### config.mk
export PLATFORM = sky130hd
export DESIGN_NAME = delimiter_token_splitter_unit_flat
export DESIGN_NICKNAME = d
export VERILOG_FILES = /design/src/rtl/dts_pkg.sv /design/src/rtl/dts_channels.sv /design/src/rtl/dts_front.sv /design/src/rtl/dts_queue.sv /design/src/rtl/dts_back.sv /design/src/rtl/delimiter_token_splitter_unit.sv /design/src/flat_wrapper.sv
export SDC_FILE = /design/constraint.sdc
export NUM_CORES = 1
export LEC_CHECK = 0
export ABC_CLOCK_PERIOD_IN_PS = 9250
export BUFFER_PORTS_ARGS = -buffer_cell sky130_fd_sc_hd__buf_2
export CELL_PAD_IN_SITES_DETAIL_PLACEMENT = 1
export CELL_PAD_IN_SITES_GLOBAL_PLACEMENT = 1
export CORE_AREA = 4 4 211 254
export DETAILED_ROUTE_END_ITERATION = 8
export DIE_AREA = 0 0 215 258
export PLACE_DENSITY_LB_ADDON = 0.1
export SLEW_MARGIN = 5
export SYNTH_ARGS = -nofsm -noshare
export SYNTH_HDL_FRONTEND = slang
export SYNTH_HIERARCHICAL = 1
export SYNTH_SLANG_ARGS = --single-unit
### constraint.sdc
create_clock -name clk -period 9.25 [get_ports clk]
set_clock_uncertainty 0.15 [all_clocks]
set_input_delay 2.775 -clock clk [delete_from_list [all_inputs] [get_ports clk]]
set_output_delay 2.775 -clock clk [all_outputs]
set_load 0.01 [all_outputs]
### src/rtl/dts_pkg.sv
package dts_pkg;

  localparam int MAX_DELIM_BYTES = 8;
  localparam int HOLD_BYTES      = MAX_DELIM_BYTES - 1;
  localparam int QUEUE_DEPTH     = 4;

  localparam int CFG_DATA_W  = 64;
  localparam int CFG_INDEX_W = 1;
  localparam int LEN_W       = 4;
  localparam int POS_W       = 3;

  localparam logic [CFG_INDEX_W-1:0] REG_DELIM_BYTES  = 1'b0;
  localparam logic [CFG_INDEX_W-1:0] REG_DELIM_LENGTH = 1'b1;

  localparam logic [CFG_DATA_W-1:0] DELIM_BYTES_RESET  = 64'd9;
  localparam logic [LEN_W-1:0]      DELIM_LENGTH_RESET = 4'd1;

  // Work for the back end: release count bytes of the window starting at
  // start, then optionally close the token.
  typedef struct packed {
    logic [MAX_DELIM_BYTES-1:0][7:0] bytes;
    logic [POS_W-1:0]                start;
    logic [LEN_W-1:0]                count;
    logic                            tend;
    logic                            last;
  } cmd_t;

endpackage

### src/rtl/dts_channels.sv
interface dts_in_if;
  logic       valid;
  logic       ready;
  logic [7:0] data_byte;
  logic       line_last;

  modport source (output valid, output data_byte, output line_last, input ready);
  modport sink (input valid, input data_byte, input line_last, output ready);
endinterface

interface dts_out_if;
  logic       valid;
  logic       ready;
  logic       has_byte;
  logic [7:0] out_byte;
  logic       token_end;
  logic       line_end;
  logic       run_last;

  modport source (output valid, output has_byte, output out_byte, output token_end,
                  output line_end, output run_last, input ready);
  modport sink (input valid, input has_byte, input out_byte, input token_end,
                input line_end, input run_last, output ready);
endinterface

### src/rtl/dts_front.sv
module dts_front (
  input  logic                              clk,
  input  logic                              rst,
  dts_in_if.sink                            in_ch,
  input  logic                              cfg_wr_en,
  input  logic [dts_pkg::CFG_INDEX_W-1:0]   cfg_index,
  input  logic [dts_pkg::CFG_DATA_W-1:0]    cfg_data,
  output dts_pkg::cmd_t                     cmd,
  output logic                              cmd_push,
  input  logic                              cmd_full
);

  localparam int NB = dts_pkg::MAX_DELIM_BYTES;

  logic [dts_pkg::CFG_DATA_W-1:0] delim_bytes;
  logic [dts_pkg::LEN_W-1:0]      delim_length;

  logic [7:0]                 hold [dts_pkg::HOLD_BYTES];
  logic [dts_pkg::POS_W-1:0]  held_count;
  logic                       token_has_bytes;

  logic [dts_pkg::POS_W-1:0]  held_count_next;
  logic                       token_has_bytes_next;

  logic [7:0]                 win [NB];
  logic [dts_pkg::LEN_W-1:0]  len;
  logic [dts_pkg::LEN_W-1:0]  c1;
  logic                       full_win;
  logic                       all_eq;
  logic                       match;
  logic [dts_pkg::LEN_W-1:0]  rel_count;
  logic                       accept;

  assign accept      = in_ch.valid && in_ch.ready;
  assign in_ch.ready = !cmd_full;

  always_ff @(posedge clk) begin
    if (rst) begin
      delim_bytes  <= dts_pkg::DELIM_BYTES_RESET;
      delim_length <= dts_pkg::DELIM_LENGTH_RESET;
    end else if (cfg_wr_en) begin
      case (cfg_index)
        dts_pkg::REG_DELIM_BYTES:  delim_bytes  <= cfg_data;
        dts_pkg::REG_DELIM_LENGTH: delim_length <= cfg_data[dts_pkg::LEN_W-1:0];
        default: ;
      endcase
    end
  end

  // Window is right-aligned: newest byte at the top index.
  always_comb begin
    logic [dts_pkg::LEN_W-1:0] pidx;
    logic [7:0]                pbyte;
    for (int j = 0; j < NB - 1; j++) win[j] = hold[j];
    win[NB-1] = in_ch.data_byte;

    if (delim_length == '0) len = dts_pkg::LEN_W'(1);
    else if (delim_length > dts_pkg::LEN_W'(NB)) len = dts_pkg::LEN_W'(NB);
    else len = delim_length;

    c1       = {1'b0, held_count} + dts_pkg::LEN_W'(1);
    full_win = (c1 >= len);

    all_eq = 1'b1;
    for (int j = 0; j < NB; j++) begin
      pidx  = dts_pkg::LEN_W'(j) + len - dts_pkg::LEN_W'(NB);
      pbyte = delim_bytes[8*pidx[dts_pkg::POS_W-1:0] +: 8];
      if ((dts_pkg::LEN_W'(j) + len >= dts_pkg::LEN_W'(NB)) && (win[j] != pbyte))
        all_eq = 1'b0;
    end
    match = full_win && all_eq;

    if (in_ch.line_last && !match) rel_count = c1;
    else if (match)                rel_count = c1 - len;
    else if (full_win)             rel_count = c1 + dts_pkg::LEN_W'(1) - len;
    else                           rel_count = '0;

    if (in_ch.line_last || match) begin
      held_count_next      = '0;
      token_has_bytes_next = 1'b0;
    end else begin
      held_count_next      = full_win ? dts_pkg::POS_W'(len - dts_pkg::LEN_W'(1))
                                      : c1[dts_pkg::POS_W-1:0];
      token_has_bytes_next = token_has_bytes || (rel_count != '0);
    end

    for (int j = 0; j < NB; j++) cmd.bytes[j] = win[j];
    cmd.start = dts_pkg::POS_W'(NB - 1) - held_count;
    cmd.count = rel_count;
    cmd.tend  = match || in_ch.line_last;
    cmd.last  = in_ch.line_last;
  end

  assign cmd_push = accept && ((rel_count != '0) || cmd.tend);

  always_ff @(posedge clk) begin
    if (rst) begin
      held_count      <= '0;
      token_has_bytes <= 1'b0;
    end else if (accept) begin
      held_count      <= held_count_next;
      token_has_bytes <= token_has_bytes_next;
    end
  end

  // Shift the newest byte in; held_count says how many are live.
  always_ff @(posedge clk) begin
    if (accept) begin
      for (int j = 0; j < NB - 1; j++) hold[j] <= win[j+1];
    end
  end

endmodule

### src/rtl/dts_queue.sv
module dts_queue #(
  parameter int Depth = dts_pkg::QUEUE_DEPTH
) (
  input  logic          clk,
  input  logic          rst,
  input  logic          push,
  input  dts_pkg::cmd_t push_data,
  output logic          full,
  input  logic          pop,
  output dts_pkg::cmd_t head,
  output logic          empty
);

  localparam int PW = (Depth > 1) ? $clog2(Depth) : 1;
  localparam int CW = $clog2(Depth + 1);

  dts_pkg::cmd_t    slots [Depth];
  logic [PW-1:0]    wr_ptr;
  logic [PW-1:0]    rd_ptr;
  logic [CW-1:0]    fill;

  logic do_push;
  logic do_pop;

  assign full    = (fill == CW'(Depth));
  assign empty   = (fill == '0);
  assign do_push = push && !full;
  assign do_pop  = pop && !empty;
  assign head    = slots[rd_ptr];

  always_ff @(posedge clk) begin
    if (rst) begin
      wr_ptr <= '0;
      rd_ptr <= '0;
      fill   <= '0;
    end else begin
      if (do_push) wr_ptr <= (wr_ptr == PW'(Depth - 1)) ? '0 : wr_ptr + PW'(1);
      if (do_pop)  rd_ptr <= (rd_ptr == PW'(Depth - 1)) ? '0 : rd_ptr + PW'(1);
      if (do_push && !do_pop)      fill <= fill + CW'(1);
      else if (do_pop && !do_push) fill <= fill - CW'(1);
    end
  end

  always_ff @(posedge clk) begin
    if (do_push) slots[wr_ptr] <= push_data;
  end

endmodule

### src/rtl/dts_back.sv
module dts_back (
  input  logic          clk,
  input  logic          rst,
  input  dts_pkg::cmd_t head,
  input  logic          empty,
  output logic          pop,
  dts_out_if.source     out_ch
);

  logic                      busy;
  dts_pkg::cmd_t             cur;
  logic [dts_pkg::POS_W-1:0] pos;
  logic [dts_pkg::LEN_W-1:0] remain;

  logic final_res;
  logic take;

  assign final_res = (remain == '0) || ((remain == dts_pkg::LEN_W'(1)) && !cur.tend);
  assign take      = out_ch.valid && out_ch.ready;

  assign out_ch.valid     = busy;
  assign out_ch.has_byte  = (remain != '0);
  assign out_ch.out_byte  = (remain != '0) ? cur.bytes[pos] : 8'd0;
  assign out_ch.token_end = (remain == '0);
  assign out_ch.run_last  = final_res;
  assign out_ch.line_end  = final_res && cur.last;

  // Load the next transaction when idle or when the final result leaves.
  assign pop = !empty && (!busy || (take && final_res));

  always_ff @(posedge clk) begin
    if (rst) begin
      busy <= 1'b0;
    end else if (pop) begin
      busy <= 1'b1;
    end else if (take && final_res) begin
      busy <= 1'b0;
    end
  end

  always_ff @(posedge clk) begin
    if (pop) begin
      cur    <= head;
      pos    <= head.start;
      remain <= head.count;
    end else if (take && (remain != '0)) begin
      pos    <= pos + dts_pkg::POS_W'(1);
      remain <= remain - dts_pkg::LEN_W'(1);
    end
  end

  a_close_has_tend: assert property (@(posedge clk) disable iff (rst)
    (busy && remain == '0) |-> cur.tend)
    else $error("token close shown for a transaction without one");

  a_hold_on_stall: assert property (@(posedge clk) disable iff (rst)
    (busy && !out_ch.ready) |=> (busy && $stable(pos) && $stable(remain)))
    else $error("result advanced while the receiver stalled");

  a_idle_after_reset: assert property (@(posedge clk)
    rst |=> !busy)
    else $error("back end busy right after reset");

endmodule

### src/rtl/delimiter_token_splitter_unit.sv
// Splits a line, one byte per input transaction, into tokens at each leftmost
// non-overlapping occurrence of a configured delimiter of 1 to 8 bytes.
// Input channel: data_byte and line_last. Output channel: one result per
// transaction, carrying either one token byte (has_byte) or a token close
// (token_end), with line_end on the final result of a line and run_last on
// the final result caused by one input byte.
// Configuration: cfg_wr_en with cfg_index 0 writes the delimiter bytes (first
// byte in bits 7:0), index 1 writes the length; write only while idle.
// Throughput: one input byte per cycle while the queue is not full. The
// front end classifies a byte in the cycle it is accepted; the back end
// emits one result per cycle while the receiver is ready, and one input
// can release up to 9 results at a line end flush. A 4-entry queue
// between them absorbs such bursts. The first result of a byte is pushed
// into the queue and then loaded into the back end's result register.
// Reset (rst, synchronous) empties the window, the queue and the output, and
// restores a one-byte TAB delimiter. When the receiver stalls, the current
// result holds; input keeps flowing until the queue fills.
module delimiter_token_splitter_unit #(
  parameter int QueueDepth = dts_pkg::QUEUE_DEPTH
) (
  input  logic                            clk,
  input  logic                            rst,
  dts_in_if.sink                          in_ch,
  dts_out_if.source                       out_ch,
  input  logic                            cfg_wr_en,
  input  logic [dts_pkg::CFG_INDEX_W-1:0] cfg_index,
  input  logic [dts_pkg::CFG_DATA_W-1:0]  cfg_data
);

  dts_pkg::cmd_t push_cmd;
  dts_pkg::cmd_t head_cmd;
  logic          push;
  logic          full;
  logic          pop;
  logic          empty;

  dts_front u_front (
    .clk       (clk),
    .rst       (rst),
    .in_ch     (in_ch),
    .cfg_wr_en (cfg_wr_en),
    .cfg_index (cfg_index),
    .cfg_data  (cfg_data),
    .cmd       (push_cmd),
    .cmd_push  (push),
    .cmd_full  (full)
  );

  dts_queue #(.Depth(QueueDepth)) u_queue (
    .clk       (clk),
    .rst       (rst),
    .push      (push),
    .push_data (push_cmd),
    .full      (full),
    .pop       (pop),
    .head      (head_cmd),
    .empty     (empty)
  );

  dts_back u_back (
    .clk    (clk),
    .rst    (rst),
    .head   (head_cmd),
    .empty  (empty),
    .pop    (pop),
    .out_ch (out_ch)
  );

endmodule

### src/flat_wrapper.sv
// flat-port wrapper written by rule: the top's interface ports become plain ports
module delimiter_token_splitter_unit_flat 
#(
  parameter int QueueDepth = dts_pkg::QUEUE_DEPTH
)
  (clk, rst, cfg_wr_en, cfg_index, cfg_data, in_ch_valid, in_ch_data_byte, in_ch_line_last, in_ch_ready, out_ch_valid, out_ch_has_byte, out_ch_out_byte, out_ch_token_end, out_ch_line_end, out_ch_run_last, out_ch_ready);
  dts_in_if in_ch_i ();
  dts_out_if out_ch_i ();
  input  logic clk;
  input  logic rst;
  input  logic cfg_wr_en;
  input  logic [dts_pkg::CFG_INDEX_W-1:0] cfg_index;
  input  logic [dts_pkg::CFG_DATA_W-1:0] cfg_data;
  input wire logic [$bits(in_ch_i.valid)-1:0] in_ch_valid;
  input wire logic [$bits(in_ch_i.data_byte)-1:0] in_ch_data_byte;
  input wire logic [$bits(in_ch_i.line_last)-1:0] in_ch_line_last;
  output wire logic [$bits(in_ch_i.ready)-1:0] in_ch_ready;
  output wire logic [$bits(out_ch_i.valid)-1:0] out_ch_valid;
  output wire logic [$bits(out_ch_i.has_byte)-1:0] out_ch_has_byte;
  output wire logic [$bits(out_ch_i.out_byte)-1:0] out_ch_out_byte;
  output wire logic [$bits(out_ch_i.token_end)-1:0] out_ch_token_end;
  output wire logic [$bits(out_ch_i.line_end)-1:0] out_ch_line_end;
  output wire logic [$bits(out_ch_i.run_last)-1:0] out_ch_run_last;
  input wire logic [$bits(out_ch_i.ready)-1:0] out_ch_ready;
  assign in_ch_i.valid = in_ch_valid;
  assign in_ch_i.data_byte = in_ch_data_byte;
  assign in_ch_i.line_last = in_ch_line_last;
  assign in_ch_ready = in_ch_i.ready;
  assign out_ch_valid = out_ch_i.valid;
  assign out_ch_has_byte = out_ch_i.has_byte;
  assign out_ch_out_byte = out_ch_i.out_byte;
  assign out_ch_token_end = out_ch_i.token_end;
  assign out_ch_line_end = out_ch_i.line_end;
  assign out_ch_run_last = out_ch_i.run_last;
  assign out_ch_i.ready = out_ch_ready;
  delimiter_token_splitter_unit #(.QueueDepth(QueueDepth)) u_core (.clk(clk), .rst(rst), .in_ch(in_ch_i), .out_ch(out_ch_i), .cfg_wr_en(cfg_wr_en), .cfg_index(cfg_index), .cfg_data(cfg_data));
endmodule
After elaboration in Yosys (flattened, before gate mapping)
Memory sizes are Yosys's and may differ from the RTL's. A register that Yosys moved wholly into a read port is not among the register bits.
Index checks and enable logic that the tools add are counted.
{"block": "word_totals", "ff_bits": 152, "mem_bits_rw": 348, "in_bits": 79, "out_inout_bits": 14, "wordCells": 157, "n_memories": 2}
{"block": "classes", "addsub": 27, "order_cmp": 11, "eq_ne": 12, "n_shift": 8, "n_mux": 34, "n_bitwise": 1, "n_reduce_logical": 43}
{"name": "u_core.u_queue.slots", "depth": 4, "width": 73, "rd": 1, "rd_clocked_by_memory_dff": 1, "wr": 1, "line": "dts_queue.sv:17", "rtl": "dts_pkg::cmd_t slots [Depth];"}
{"name": "u_core.u_front.hold", "depth": 7, "width": 8, "rd": 7, "rd_clocked_by_memory_dff": 0, "wr": 7, "line": "dts_front.sv:18", "rtl": "logic [7:0] hold [dts_pkg::HOLD_BYTES];"}
{"cell": "64-bit by 7-bit indexed part select with 8-bit output", "count": 8}
{"cell": "8-bit != test", "count": 8}
{"cell": "4-bit >= comparator, second input constant", "count": 8}
{"cell": "3-bit by 1-bit subtractor with 3-bit output, second input constant", "count": 10}
{"cell": "4-bit 2-to-1 mux", "count": 7}
{"cell": "8-bit binary-select mux with 3-bit select", "count": 1}
{"cell": "1-bit logical AND", "count": 22}
{"cell": "3-bit 2-to-1 mux", "count": 6}
{"cell": "3-bit by 4-bit adder with 4-bit output, first input constant", "count": 4}
{"cell": "8-bit 2-to-1 mux", "count": 2}
{"cell": "1-bit 2-to-1 mux", "count": 14}
{"cell": "2-bit by 4-bit adder with 4-bit output, first input constant", "count": 2}
{"cell": "4-bit logical NOT", "count": 2}
{"cell": "2-bit 2-to-1 mux", "count": 4}
{"cell": "4-bit nonzero test", "count": 2}
{"cell": "4-bit subtractor", "count": 2}
{"cell": "1-bit logical NOT", "count": 7}
{"cell": "3-bit by 1-bit adder with 3-bit output, second input constant", "count": 2}
{"cell": "2-bit nonzero test", "count": 3}
{"cell": "1-bit by 4-bit adder with 4-bit output, first input constant", "count": 1}
{"cell": "2-bit by 1-bit adder with 2-bit output, second input constant", "count": 2}
{"cell": "3-bit by 1-bit adder with 4-bit output, second input constant", "count": 1}
{"cell": "4-bit by 1-bit adder with 4-bit output, second input constant", "count": 1}
{"cell": "2-bit equality test, second input constant", "count": 2}
{"cell": "other kinds (11)", "count": 15}

Depth between registers and ports, before layout
Gate-level depths: netlist of the first run.
{"block": "depth", "depth_word": 27, "mapped_depth": 29, "mapped_depth_nobuf": 23}

Hierarchy
The synthesis of the first run kept the hierarchy.
{"module": "dts_queue", "instances": 1, "cells_per_inst": 431, "area_per_inst_um2": 11033.1, "seq_area_each_um2": 8948.6}
{"module": "dts_front", "instances": 1, "cells_per_inst": 1127, "area_per_inst_um2": 9178.8, "seq_area_each_um2": 3103.0}
{"module": "dts_back", "instances": 1, "cells_per_inst": 182, "area_per_inst_um2": 3056.7, "seq_area_each_um2": 2212.1}

Least setup slack after synthesis of the first run
OpenSTA, ideal clock, no wires.
{"block": "synth_timing", "path_type": "input to register", "startpoint": "input port in_ch_data_byte[7]", "endpoint": "register u_core.u_queue.fill[2]", "setup_time_ps": 70, "t_arrival_ps": 5617, "t_required_ps": 9030, "path_slack_ps": 3412, "cell_stages": 15, "n_path_buf": 0, "path_cell_list": "xor2_1 nand4_1 nor4_1 o2111ai_1 nor3_4 nor2_2 a21oi_1 inv_1 nor2_2 ha_1 inv_1 fa_1 xor2_1 or3_2 a21oi_1"}
{"block": "synth_between", "elab_chain_len": 14, "elab_cells_between_ends": 18, "cone_classes": "eq/ne (1); mux (4); reduce/logical (13)"}
{"element": "start, declared", "line": "flat_wrapper.sv:15", "rtl": "input wire logic [$bits(in_ch_i.data_byte)-1:0] in_ch_data_byte;"}
{"element": "8-bit != test (*)", "line": "dts_front.sv:68", "rtl": "if ((dts_pkg::LEN_W'(j) + len >= dts_pkg::LEN_W'(NB)) && (win[j] != pbyte))"}
{"element": "1-bit logical AND (*)", "line": "dts_front.sv:68"}
{"element": "1-bit 2-to-1 mux (*)", "line": "dts_front.sv:68"}
{"element": "1-bit logical AND (*)", "line": "dts_front.sv:71", "rtl": "match = full_win && all_eq;"}
{"element": "1-bit logical NOT", "line": "dts_front.sv:73", "rtl": "if (in_ch.line_last && !match) rel_count = c1;"}
{"element": "1-bit logical AND", "line": "dts_front.sv:73"}
{"element": "4-bit 2-to-1 mux", "line": "dts_front.sv:73"}
{"element": "4-bit nonzero test", "line": "dts_front.sv:94", "rtl": "assign cmd_push = accept && ((rel_count != '0) || cmd.tend);"}
{"element": "1-bit logical OR (*)", "line": "dts_front.sv:94"}
{"element": "1-bit logical AND (*)", "line": "dts_front.sv:94"}
{"element": "net u_core.push", "line": "delimiter_token_splitter_unit.sv:32", "rtl": "logic push;"}
{"element": "1-bit logical AND (*)", "line": "dts_queue.sv:27", "rtl": "assign do_push = push && !full;"}
{"element": "net u_core.u_queue.do_push", "line": "dts_queue.sv:22", "rtl": "logic do_push;"}
{"element": "1-bit logical NOT", "line": "dts_queue.sv:40", "rtl": "else if (do_pop && !do_push) fill <= fill - CW'(1);"}
{"element": "1-bit logical AND", "line": "dts_queue.sv:40"}
{"element": "2-bit nonzero test (no source line)"}
{"element": "end signal, assigned", "line": "dts_queue.sv:39", "rtl": "if (do_push && !do_pop) fill <= fill + CW'(1);"}
{"element": "end signal, assigned", "line": "dts_queue.sv:40"}
{"element": "end, declared", "line": "dts_queue.sv:20", "rtl": "logic [CW-1:0] fill;"}
The timed path passes the listed nets; every way through them passes the cells marked *.
A chain may end at the register's enable or synchronous reset.

Worst setup path after layout of the first run
{"block": "layout_timing", "startpoint": "register u_core/u_front/delim_length[1] (netlist bit)", "endpoint": "register u_core.u_queue.fill[2]"}
{"block": "layout_between", "elab_chain_len": 26, "elab_cells_between_ends": 78, "cone_classes": "add/sub (17); order compare (10); eq/ne (8); shift (8); mux (14); reduce/logical (21)"}
{"element": "start, declared", "line": "dts_front.sv:16", "rtl": "logic [dts_pkg::LEN_W-1:0] delim_length;"}
{"element": "start signal, assigned", "line": "dts_front.sv:40", "rtl": "delim_length <= dts_pkg::DELIM_LENGTH_RESET;"}
{"element": "start signal, assigned", "line": "dts_front.sv:44", "rtl": "dts_pkg::REG_DELIM_LENGTH: delim_length <= cfg_data[dts_pkg::LEN_W-1:0];"}
{"element": "4-bit > comparator", "line": "dts_front.sv:58", "rtl": "else if (delim_length > dts_pkg::LEN_W'(NB)) len = dts_pkg::LEN_W'(NB);"}
{"element": "4-bit 2-to-1 mux", "line": "dts_front.sv:58"}
{"element": "4-bit 2-to-1 mux (*)", "line": "dts_front.sv:57", "rtl": "if (delim_length == '0) len = dts_pkg::LEN_W'(1);"}
{"element": "1-bit by 4-bit adder with 4-bit output / 3-bit by 1-bit subtractor with 3-bit output (equally long branches)", "line": "dts_front.sv:68, dts_front.sv:66"}
{"element": "3-bit by 1-bit subtractor with 3-bit output / 64-bit by 7-bit indexed part select with 8-bit output (equally long branches)", "line": "dts_front.sv:66, dts_front.sv:67"}
{"element": "64-bit by 7-bit indexed part select with 8-bit output / 8-bit != test (equally long branches)", "line": "dts_front.sv:67, dts_front.sv:68"}
{"element": "8-bit != test / 1-bit logical AND (equally long branches)", "line": "dts_front.sv:68"}
{"element": "1-bit logical AND / 1-bit 2-to-1 mux (equally long branches)", "line": "dts_front.sv:68"}
{"element": "(+12 left out)"}
{"element": "1-bit logical OR (*)", "line": "dts_front.sv:94"}
{"element": "1-bit logical AND (*)", "line": "dts_front.sv:94"}
{"element": "net u_core.push", "line": "delimiter_token_splitter_unit.sv:32"}
{"element": "1-bit logical AND (*)", "line": "dts_queue.sv:27"}
{"element": "net u_core.u_queue.do_push", "line": "dts_queue.sv:22"}
{"element": "1-bit logical NOT", "line": "dts_queue.sv:40"}
{"element": "1-bit logical AND", "line": "dts_queue.sv:40"}
{"element": "2-bit nonzero test (no source line)"}
Marked as above.

==> impl_metrics.csv, run 1 <==
group,metric,value,unit
sta,hold_viol_final,0,
clocking,clock_sinks,502,
worst_setup_path,criticalPathCategory,"reg2reg",
die,io-pin-count,93,
route,via_count,15510,
placed_design,dp_hpwl,51550,um
worst_setup_path,crit_path_max_fanout,44,
job,drv_cap,0,
route,drt-total-wl,72870,um
hold_path,whs_path_depth,2,
cells_and_area,fill_cells,5122,
pwr,ir_drop,0.0001475,V
global_route,grtUsageTotal,0.2613,
route,viasPerCell,6.267,
worst_setup_path,crit_start,"u_core/u_front/delim_length[1]",
yosys,synth_compound_area_frac,0.08098,
worst_setup_path,cp_num_buf_inv,4,
clocking,clk_pin_slew_worst_paths,0.06,ns
hold_path,min-delay-path-class,"reg2reg",
die,design.die.area,55470,um^2
yosys,synth_warnings,6,
worst_setup_path,crit_chain,"o21bai_4, nand2_4, inv_4, ha_1, xnor2_2, buf_4, nand4b_1, nand4_1, xor2_1, nand4_1, o41ai_1, o2111ai_1, nor3_4, nor2_2, a21oi_1, inv_1, nor2_2, ha_1, inv_1, fa_1, xor2_1, or3_2, a21oi_1",
route,antenna_left,0,
yosys,synthTopCellsByArea,"edfxtp_1, mux4_2, dfxtp_1",
placed_design,dpl_worst_slack,2.088,ns
pwr,finalPower,7096,uW
yosys,synthXorXnorAreaFrac,0.02888,
pwr,power.leakage,0.008617,uW
route,wl_per_cell,29.44,um
worst_setup_path,startpoint_type,"flip-flop",
sta,whs,0.3659,ns
yosys,synth_top_family_by_area,"simple AND/OR/NAND/NOR gates",
clocking,ctsResizeCount,0,
sta,clock.fmax,0.1370,GHz
yosys,synthMuxAreaShare,0.1114,
worst_setup_path,r2r-end,"u_core/u_queue/fill[2]",
yosys,synthAdderAreaFrac,0.01226,
pwr,p_per_area,274.4,nW/um^2
placed_design,dpl_cell_area,24200,um^2
sta,worstMarginPinSlew,1.347,ns
global_route,grt_max_degree,79,
worst_setup_path,crit_required,9.60,ns
die,die_h,258,um
yosys,synthArstFlopShare,0,
cells_and_area,num_antenna_cells,0,
yosys,syn_inst,1740,
worst_setup_path,cp-end-kind,"flip-flop",
clocking,cts_tree,"done",
die,core_area,51120,um^2
route,drc,0,
worst_setup_path,path_depth,23,
global_route,antenna_found_initial,0,
clocking,htreeDepth,2,
sta,fin_crit_sh,0.7888,
sta,rsz0062_at_grt,"no",
cells_and_area,final_net_count,1887,
sta,slew_headroom,0.07859,
clocking,clock_path_buffers,3,
worst_setup_path,r2r-start,"u_core/u_front/delim_length[1]",
worst_setup_path,critical_path_arrival,7.65,ns
worst_setup_path,max_stage_delay,0.89,ns
yosys,seq_area_frac_synth,0.6130,
clocking,clk_latency,0.58,ns
route,drt_iter0_drc,1173,
outcome,status,"finished clean",
sta,tns,0,ns
global_route,grt_pass1_vias,16178,
worst_setup_path,rrSetupSlack,1.95,ns
cells_and_area,synthToLayoutAreaGrowth,11.15,%
cells_and_area,layout-drive-gt1-share,0.1804,
yosys,synth_edf_count,421,
die,die_w,215,um
route,firstDrtPassIters,6,
yosys,synth.distinct_cells,83,
placed_design,port_buffers,92,
sta,setup_ws,1.953,ns
yosys,yosysTopAreaCell,"edfxtp_1",
worst_setup_path,reg2reg_depth,23,
yosys,ys.flop_type,"edfxtp_1",
global_route,grt_pass1_wl,108100,um
placed_design,globalplace.congestion,0.9501,
hold_path,worstHoldStart,"u_core/u_queue/rd_ptr[0]",
clocking,cts_root_buffer,"clkbuf_16",
yosys,syn_area,23270,um^2
yosys,synthSimpleGateAreaFrac,0.1200,
clocking,cts-hold-fix-buffers,0,
yosys,syn_area_per_cell,13.37,um^2
cells_and_area,final_cell_area,25860,um^2
sta,period_needed,7.297,ns
clocking,numCtsBuffers,50,
worst_setup_path,cp_top_family,"compound AO/OA/AOI/OAI gates",
die,start_util,0.4552,
die,rows,91,
yosys,syn-num-nets,1840,
yosys,synth_top_area_share,0.5433,
sta,report.final.slew_viol_count,0,
worst_setup_path,slowest_stage,"o21bai_4",
yosys,ys_seq_elements,502,
global_route,grt.overflow.total,0,
sta,setup_viol,0,
clocking,post_cts_buffers,0,
[worst max-delay path by stage]
stage / slack, ns / to
after CTS: 2.08 / u_core/u_queue/fill[2]
final: 1.95 / u_core/u_queue/fill[2]
after global routing: 1.47 / u_core/u_queue/fill[2]
after global placement: 2.37 / u_core/u_queue/fill[2]
after detailed placement: 2.09 / u_core/u_queue/fill[2]
after floorplan: 3.41 / u_core/u_queue/fill[2]
[kinds of logic (layout without fill, tap and decap cells)]
family | Yosys count | after routing
xor gates and xnor gates | 75 | 75
and+or+nand+nor | 539 | 539
muxes | 152 | 152
AOI/OAI and AO/OA | 289 | 289
buffers and inverters | 162 | 246
adders and majority gates | 21 | 21
DFF | 502 | 502
[cells in the final DEF (no fill, tap or decap), types with 10 or more instances in the layout]
master / netlist / layout
edfxtp_1: 421 / 421
clkbuf_16: 0 / 50
nand3_1: 111 / 111
o21ai_0: 35 / 35
mux2i_1: 53 / 53
a2111oi_0: 11 / 11
a221oi_1: 11 / 11
nand4b_1: 32 / 32
nor4_1: 16 / 16
nor2b_1: 22 / 21
xnor2_1: 38 / 38
nor2_1: 43 / 43
nand4_1: 69 / 69
inv_1: 29 / 28
clkbuf_1: 58 / 11
mux4_2: 84 / 84
o21ai_1: 16 / 16
nor3_1: 10 / 10
a22o_1: 10 / 10
a31oi_1: 12 / 12
nand2_1: 188 / 188
xor2_1: 35 / 35
o22ai_1: 10 / 10
dfxtp_1: 81 / 76
buf_4: 16 / 27
a211oi_1: 18 / 18
a21oi_1: 108 / 108
buf_2: 34 / 92
ha_1: 18 / 18
[flip-flops by register name (all words and copies together) (netlist names), named ones only]
signal	count
u_core/u_front/delim_length	4
u_core/u_front/held_count	3
u_core/u_back/cur	66
u_core/u_back/remain	4
u_core/u_queue/fill	3
u_core/u_front/hold	56
u_core/u_front/delim_bytes	64
u_core/u_queue/rd_ptr	2
u_core/u_back/pos	3
u_core/u_queue/slots	292
u_core/u_queue/wr_ptr	2
u_core/u_back/out_ch.valid	1
[routing by layer]
metal | vias to the layer above | part of all wire | GRT usage
met4 | 0 | 0.055 | 0.1235
met2 | 525 | 0.48 | 0.4321
met3 | 149 | 0.048 | 0.03554
met5 | - | 0 | 0
met1 | 7983 | 0.41 | 0.3447
li1 | 6853 | - | -
[worst min-delay path, stage by stage, from the launching register on]
cell and delay (ns):
dfxtp_1 0.33, nand2_1 0.06, a21oi_1 0.07
[Yosys cell counts, drive strengths merged (4+ instances only)]
| cell type | number |
|---|---|
| nor3 | 12 |
| o21ai | 51 |
| nor4 | 16 |
| ha | 18 |
| buf | 69 |
| nand4b | 32 |
| clkbuf | 58 |
| a211oi | 18 |
| o221ai | 8 |
| mux2i | 53 |
| a2111oi | 11 |
| or3 | 6 |
| xor2 | 35 |
| o31ai | 4 |
| inv | 33 |
| o32ai | 4 |
| edfxtp | 421 |
| nand4 | 69 |
| a221oi | 11 |
| nand3 | 111 |
| mux2 | 15 |
| mux4 | 84 |
| o211ai | 8 |
| nor3b | 4 |
| a31oi | 13 |
| dfxtp | 81 |
| nand2b | 7 |
| a21oi | 109 |
| xnor2 | 40 |
| a22oi | 8 |
| a22o | 10 |
| nor2 | 46 |
| and3 | 9 |
| o22ai | 10 |
| nand2 | 189 |
| nor2b | 22 |
[power breakdown]
part	internal (uW)	total [uW]	leakage (uW)	switching [uW]
clock	1210	2050	0.000811	841
combinational	667	1590	0.00325	928
sequential	3090	3450	0.00456	364
[per-stage QoR]
stage / std cells / util
2_1_floorplan: 1740 / -
3_3_place_gp: 2386 / 0.4734
3_5_place_dp: 2386 / 0.4734
4_1_cts: 2475 / 0.5059
5_1_grt: 2475 / 0.5059
6_report: 2475 / 0.5059
[final cells by class]
class                           instances  area (um^2)  area share
Sequential cell                       502        14270      0.5519
Multi-Input combinational cell       1076         8249      0.3189
Clock buffer                           64         1316     0.05089
Tap cell                              651        814.5     0.03149
Timing Repair Buffer                  122        723.2     0.02796
Clock inverter                         25        344.1     0.01330
Inverter                               35        141.4    0.005467
(Power assumes the default switching activity.)
==> run 2, diff against run 1 <==
--- a/config.mk
+++ b/config.mk
@@ -5,13 +5,14 @@
 export SDC_FILE = /design/constraint.sdc
 export NUM_CORES = 1
 export LEC_CHECK = 0
-export ABC_CLOCK_PERIOD_IN_PS = 9250
+export ABC_AREA = 1
+export ABC_CLOCK_PERIOD_IN_PS = 6700
 export BUFFER_PORTS_ARGS = -buffer_cell sky130_fd_sc_hd__buf_2
 export CELL_PAD_IN_SITES_DETAIL_PLACEMENT = 1
 export CELL_PAD_IN_SITES_GLOBAL_PLACEMENT = 1
-export CORE_AREA = 4 4 211 254
+export CORE_AREA = 4 4 215 259
 export DETAILED_ROUTE_END_ITERATION = 8
-export DIE_AREA = 0 0 215 258
+export DIE_AREA = 0 0 219 263
 export PLACE_DENSITY_LB_ADDON = 0.1
 export SLEW_MARGIN = 5
 export SYNTH_ARGS = -nofsm -noshare
==> constraint.sdc (replaced) <==
create_clock -name clk -period 6.7 [get_ports clk]
set_clock_uncertainty 0.15 [all_clocks]
set_input_delay 2.01 -clock clk [delete_from_list [all_inputs] [get_ports clk]]
set_output_delay 2.01 -clock clk [all_outputs]
set_load 0.01 [all_outputs]
==> run 2 against run 1 <==
Net effect: worst hold slack lost 0.039 ns; die area grew 3.8%; sequential share of layout area grew 0.18 points; register-to-register slack lost 1.1 ns; via count grew 13%; combinational power grew 100%; synthesized area shrank 0.16%; final cell count grew 29%; core utilization shrank 2.2 points; non-clock buffer count grew 1; worst setup slack lost 1.1 ns; routed wire length grew 4.7%; highest routed layer unchanged.
==> impl_metrics.csv, run 2 <==
group,metric,value,unit
yosys,synth.most_common_cell,"nand2_1",
clocking,clk_latency,0.61,ns
placed_design,port_buffers,92,
sta,worstMarginPinSlew,1.094,ns
pwr,pwr-share-seq,0.440,
yosys,syn-num-nets,2489,
sta,setup_viol,0,
yosys,seq_area_frac_synth,0.6140,
worst_setup_path,startpoint_type,"flip-flop",
yosys,syn_inst,2389,
yosys,ys.flop_type,"edfxtp_1",
sta,slew_headroom,0.2678,
die,die_w,219,um
pwr,comb_power_share,0.300,
pwr,p_switching,3916,uW
sta,report.final.slew_viol_count,0,
cells_and_area,mostFrequentLayoutCell,"nand2_1",
cells_and_area,reg_top3,"u_core/u_queue/slots: 292 flops, u_core/u_back/cur: 66 flops, u_core/u_front/delim_bytes: 64 flops",
worst_setup_path,crit_required,7.04,ns
sta,period_needed,5.834,ns
yosys,ys_seq_elements,502,
cells_and_area,final_cell_area,25770,um^2
worst_setup_path,critical_path_arrival,6.17,ns
clocking,numCtsBuffers,50,
clocking,clk_pin_slew_worst_paths,0.06,ns
route,drt-total-wl,76300,um
cells_and_area,layout-drive-gt1-share,0.09300,
yosys,synth_edf_count,421,
pwr,switching_share,0.3649,
die,die_h,263,um
pwr,p_int,6817,uW
die,rows,93,
outcome,status,"finished clean",
yosys,synth_top_area_share,0.5442,
yosys,yosysTopAreaCell,"edfxtp_1",
worst_setup_path,cp-end-kind,"flip-flop",
route,antenna_left,0,
global_route,antenna_found_initial,3,
clocking,clock_sinks,502,
route,drc,0,
clocking,cts_root_buffer,"clkbuf_16",
worst_setup_path,cpMostUsedCell,"nand2_1",
cells_and_area,largest-register,"u_core/u_queue/slots",
pwr,ir_drop,0.0004981,V
cells_and_area,largest_reg_flops,292,
worst_setup_path,crit_path_max_fanout,67,
global_route,grtUsageTotal,0.2637,
cells_and_area,num_antenna_cells,0,
pwr,finalPower,10730,uW
clocking,ctsResizeCount,0,
clocking,clock_path_buffers,3,
clocking,htreeDepth,2,
placed_design,dpl_cell_area,24160,um^2
die,io-pin-count,93,
pwr,clkPwrFrac,0.260,
cells_and_area,layout_common_cells,"nand2_1, edfxtp_1, nand3_1",
placed_design,dp_hpwl,54580,um
worst_setup_path,criticalPathCategory,"reg2reg",
route,via_count,17523,
worst_setup_path,max_stage_delay,0.48,ns
hold_path,min-delay-path-class,"reg2reg",
global_route,grt_pass1_wl,114700,um
yosys,netlist_top_cells_count,"nand2_1, edfxtp_1, nand3_1",
yosys,synthTopCellsByArea,"edfxtp_1, nand2_1, dfxtp_1",
cells_and_area,final_net_count,2535,
placed_design,globalplace.congestion,0.9438,
yosys,synth_warnings,6,
sta,hold_viol_final,0,
sta,rsz0062_at_grt,"no",
sta,fin_crit_sh,0.8707,
yosys,synth.distinct_cells,40,
clocking,cts-hold-fix-buffers,0,
global_route,grt_max_degree,95,
die,design.die.area,57600,um^2
route,firstDrtPassIters,5,
job,drv_cap,0,
clocking,cts_tree,"done",
cells_and_area,fill_cells,6034,
route,wl_per_cell,23.96,um
worst_setup_path,slowest_stage,"clkinv_1",
pwr,p_per_area,416.5,nW/um^2
worst_setup_path,crit_start,"u_core/u_front/delim_length[3]",
sta,whs,0.3273,ns
cells_and_area,synthToLayoutAreaGrowth,10.92,%
sta,tns,0,ns
worst_setup_path,r2r-start,"u_core/u_front/delim_length[3]",
sta,clock.fmax,0.1714,GHz
yosys,syn_area_per_cell,9.725,um^2
die,core_area,53290,um^2
hold_path,worstHoldStart,"u_core/u_front/delim_bytes[58]",
yosys,synthArstFlopShare,0,
global_route,grt_pass1_vias,18255,
pwr,power.leakage,0.01022,uW
route,viasPerCell,5.502,
die,start_util,0.4359,
cells_and_area,postLayoutCoreUtil,0.4835,
route,drt_iter0_drc,1245,
global_route,grt.overflow.total,0,
yosys,syn_area,23230,um^2
clocking,post_cts_buffers,0,
## run 2: cell count changes after synthesis, moves of 63 or more
| cell | delta |
|---|---|
| o21ai_1 | +66 |
| nor2_1 | +230 |
| nand3_1 | +193 |
| inv_1 | +126 |
| o21ai_0 | +118 |
| o22ai_1 | +63 |
| mux4_2 | -84 |
| nand2_1 | +349 |
## run 2: worst paths after layout
check / slack [ns] / cells past startpoint / end
worst max-delay path: 0.87 / 31 / u_core/u_queue/fill[1]
worst min-delay path: 0.33 / 2 / u_core/u_front/delim_bytes[58]
worst max register to register: 0.87 / 31 / u_core/u_queue/fill[1]
worst min register to register: 0.33 / 2 / u_core/u_front/delim_bytes[58]
## run 2: layer usage
metal  global-route usage  part of all wire  up-vias  wire [um]
li1                     -                 -     8282          -
met1               0.3290              0.41     8703      30960
met2               0.4612              0.51      399      38620
met3              0.03129             0.037      139       2847
met4               0.1133             0.051        0       3872
met5                    0                 0        -          0
## run 2: layout make-up
type / instances / area, um^2 / area share
tap: 712 / 890.9 / 0.03457
sequential: 502 / 14270 / 0.5537
inverter: 169 / 646.9 / 0.02510
clock buffer: 63 / 1300 / 0.05045
timing repair buffer: 123 / 818.3 / 0.03175
multi-input combinational: 1589 / 7540 / 0.2926
clock inverter: 27 / 305.3 / 0.01185
## run 2: power by group through the flow
stage	registers (uW)	logic, uW	clock network [uW]
after floorplan	4580	2310	0
after global placement	4760	3160	0
after detailed placement	4790	3250	0
after CTS	4730	3270	2860
after global routing	4780	3610	3010
final	4720	3220	2790
## run 2: metrics by stage
stage          worst slack (ns)  instances
2_1_floorplan           -0.4133       2389
3_3_place_gp              1.150       3095
3_5_place_dp             0.8917       3095
4_1_cts                  0.8726       3185
5_1_grt                  0.3202       3185
6_report                 0.8660       3185
## run 2: worst max-delay path, delay by kind of cell, from the launching register on
family                     cells  cell delay, ns
buffers and inverters          5            1.07
DFF                            1            0.41
xor gates and xnor gates       1            0.19
adders and majority gates      3            0.85
AOI/OAI and AO/OA              1            0.16
and+or+nand+nor               21            2.84
## run 2: cells by family after synthesis
group,share of synthesized area
adder cells (fa/ha/maj),0.01228
flip-flops,0.6140
AO/OA/AOI/OAI,0.08692
XOR/XNOR,0.008724
buffers and inverters,0.06280
AND/OR/NAND/NOR,0.2153
==> run 3, diff against run 2 <==
--- a/config.mk
+++ b/config.mk
@@ -14,6 +14,7 @@
 export DETAILED_ROUTE_END_ITERATION = 8
 export DIE_AREA = 0 0 219 263
 export PLACE_DENSITY_LB_ADDON = 0.1
+export REMOVE_ABC_BUFFERS = 1
 export SLEW_MARGIN = 5
 export SYNTH_ARGS = -nofsm -noshare
 export SYNTH_HDL_FRONTEND = slang
==> run 3 against run 2 <==
Net effect: sequential share of layout area fell by 0.28 points; worst hold slack got worse by 0.0034 ns; clock-buffer cell count fell by 2; largest cell class unchanged; highest routed layer is now met5.
==> impl_metrics.csv, run 3 (synthesis gave the netlist of run 2 again) <==
group,metric,value,unit
outcome,status,"finished clean",
cells_and_area,final_net_count,2538,
hold_path,hold_end,"u_core/u_front/delim_bytes[58]",
die,die_w,219,um
job,drv_cap,0,
pwr,p_per_area,420.7,nW/um^2
worst_setup_path,slowest_stage,"buf_4",
route,wl_per_cell,21.29,um
worst_setup_path,criticalPathCategory,"reg2reg",
route,drt_iter0_drc,1093,
die,start_util,0.4359,
die,io-pin-count,93,
worst_setup_path,r2r-start,"u_core/u_front/delim_length[3]",
global_route,grt_max_degree,95,
die,design.die.area,57600,um^2
clocking,post_cts_buffers,0,
hold_path,whs_path_depth,2,
worst_setup_path,r2r-end,"u_core/u_queue/fill[1]",
worst_setup_path,cp_num_buf_inv,4,
die,die_h,263,um
clocking,ctsResizeCount,0,
global_route,grt_pass1_wl,105500,um
clocking,cts-hold-fix-buffers,0,
clocking,cts_tree,"done",
placed_design,dpl_worst_slack,0.9652,ns
clocking,clk_latency,0.60,ns
cells_and_area,synthToLayoutAreaGrowth,11.48,%
route,via_count,17459,
die,rows,93,
sta,worstMarginPinSlew,1.023,ns
route,drt-total-wl,67950,um
cells_and_area,postLayoutCoreUtil,0.4860,
pwr,power.leakage,0.01030,uW
cells_and_area,reg_top3,"u_core/u_queue/slots: 292 flops, u_core/u_back/cur: 66 flops, u_core/u_front/delim_bytes: 64 flops",
route,drc,0,
route,firstDrtPassIters,5,
clocking,clock_path_buffers,3,
worst_setup_path,max_stage_delay,0.59,ns
global_route,grt.overflow.total,0,
route,antenna_left,0,
hold_path,worstHoldStart,"u_core/u_front/delim_bytes[58]",
sta,report.final.slew_viol_count,0,
sta,clock.fmax,0.1709,GHz
cells_and_area,layout-drive-gt1-share,0.09766,
clocking,cts_root_buffer,"clkbuf_16",
cells_and_area,largest_reg_flops,292,
clocking,numCtsBuffers,50,
route,viasPerCell,5.470,
global_route,grtUsageTotal,0.2358,
hold_path,min-delay-path-class,"reg2reg",
clocking,clk_pin_slew_worst_paths,0.06,ns
worst_setup_path,cp-end-kind,"flip-flop",
placed_design,port_buffers,92,
worst_setup_path,crit_path_max_fanout,69,
worst_setup_path,critical_path_arrival,6.19,ns
cells_and_area,final_cells,3192,
clocking,htreeDepth,2,
sta,setup_viol,0,
worst_setup_path,crit_start,"u_core/u_front/delim_length[3]",
sta,tns,0,ns
sta,slew_headroom,0.3181,
worst_setup_path,startpoint_type,"flip-flop",
cells_and_area,layout_common_cells,"nand2_1, edfxtp_1, nand3_1",
clocking,clock_sinks,502,
placed_design,dp.cells,3098,
worst_setup_path,rrSetupSlack,0.85,ns
global_route,antenna_found_initial,4,
die,core_area,53290,um^2
sta,setup_ws,0.8485,ns
worst_setup_path,cpMostUsedCell,"nand2_1",
sta,fin_crit_sh,0.8734,
cells_and_area,largest-register,"u_core/u_queue/slots",
worst_setup_path,reg2reg_depth,28,
placed_design,globalplace.congestion,0.8521,
sta,period_needed,5.852,ns
pwr,ir_drop,0.0002556,V
sta,hold_viol_final,0,
worst_setup_path,cp_top_family,"simple AND/OR/NAND/NOR gates",
worst_setup_path,crit_required,7.04,ns
cells_and_area,mostFrequentLayoutCell,"nand2_1",
placed_design,dp_hpwl,45500,um
global_route,grt_pass1_vias,18226,
sta,rsz0062_at_grt,"no",
==> run 3: cell types whose count changed in the layout (fill, tap and decap cells not counted), sizes merged <==
cell,previous run,this run
bufinv,5,10
inv,170,168
buf,123,126
clkbuf,63,61
clkinvlp,3,2
clkinv,18,20
diode,0,2
==> run 3: power by group <==
part | switching [uW] | internal [uW] | total [uW]
Clock | 1200 | 1780 | 2980
Sequential | 415 | 4310 | 4720
Combinational | 2250 | 936 | 3190
==> run 3: stage by stage <==
step           power (uW)  area, um^2  hold slack (ns)
6_report            10900       25900           0.3238
5_1_grt             11560       25890           0.3443
4_1_cts             11020       25890           0.3244
3_5_place_dp         8002       24150           0.3148
3_3_place_gp         7843       24150           0.3129
2_1_floorplan        6659       22420           0.2967
==> run 3: area by class of cell <==
type	count	area (um^2)
multi-input combinational	1589	7540
antenna	2	5.005
clock buffer	61	1303
clock inverter	31	441.7
tap	712	890.9
fill	6074	27390
timing repair buffer	126	803.3
sequential	502	14270
inverter	169	648.1
==> run 3: per-layer routing <==
| layer | wire, um | track usage | vias up |
|---|---|---|---|
| li1 | - | - | 8312 |
| met1 | 28980 | 0.3091 | 8697 |
| met4 | 2080 | 0.07073 | 2 |
| met5 | 13 | 0 | - |
| met3 | 2930 | 0.03106 | 107 |
| met2 | 33940 | 0.4087 | 341 |
==> run 3: tightest hold or removal path: stages, from the launching register on <==
cell and delay [ns]:
dfxtp_1 0.31, inv_1 0.06, a21oi_1 0.05
==> run 3: worst max path at each step <==
stage	end	depth (start not counted)
2_1_floorplan	u_core/u_queue/slots[0][0]	24
6_report	u_core/u_queue/fill[1]	28
3_5_place_dp	u_core/u_queue/fill[1]	28
4_1_cts	u_core/u_queue/fill[1]	28
5_1_grt	u_core/u_queue/fill[1]	31
3_3_place_gp	u_core/u_queue/fill[1]	28
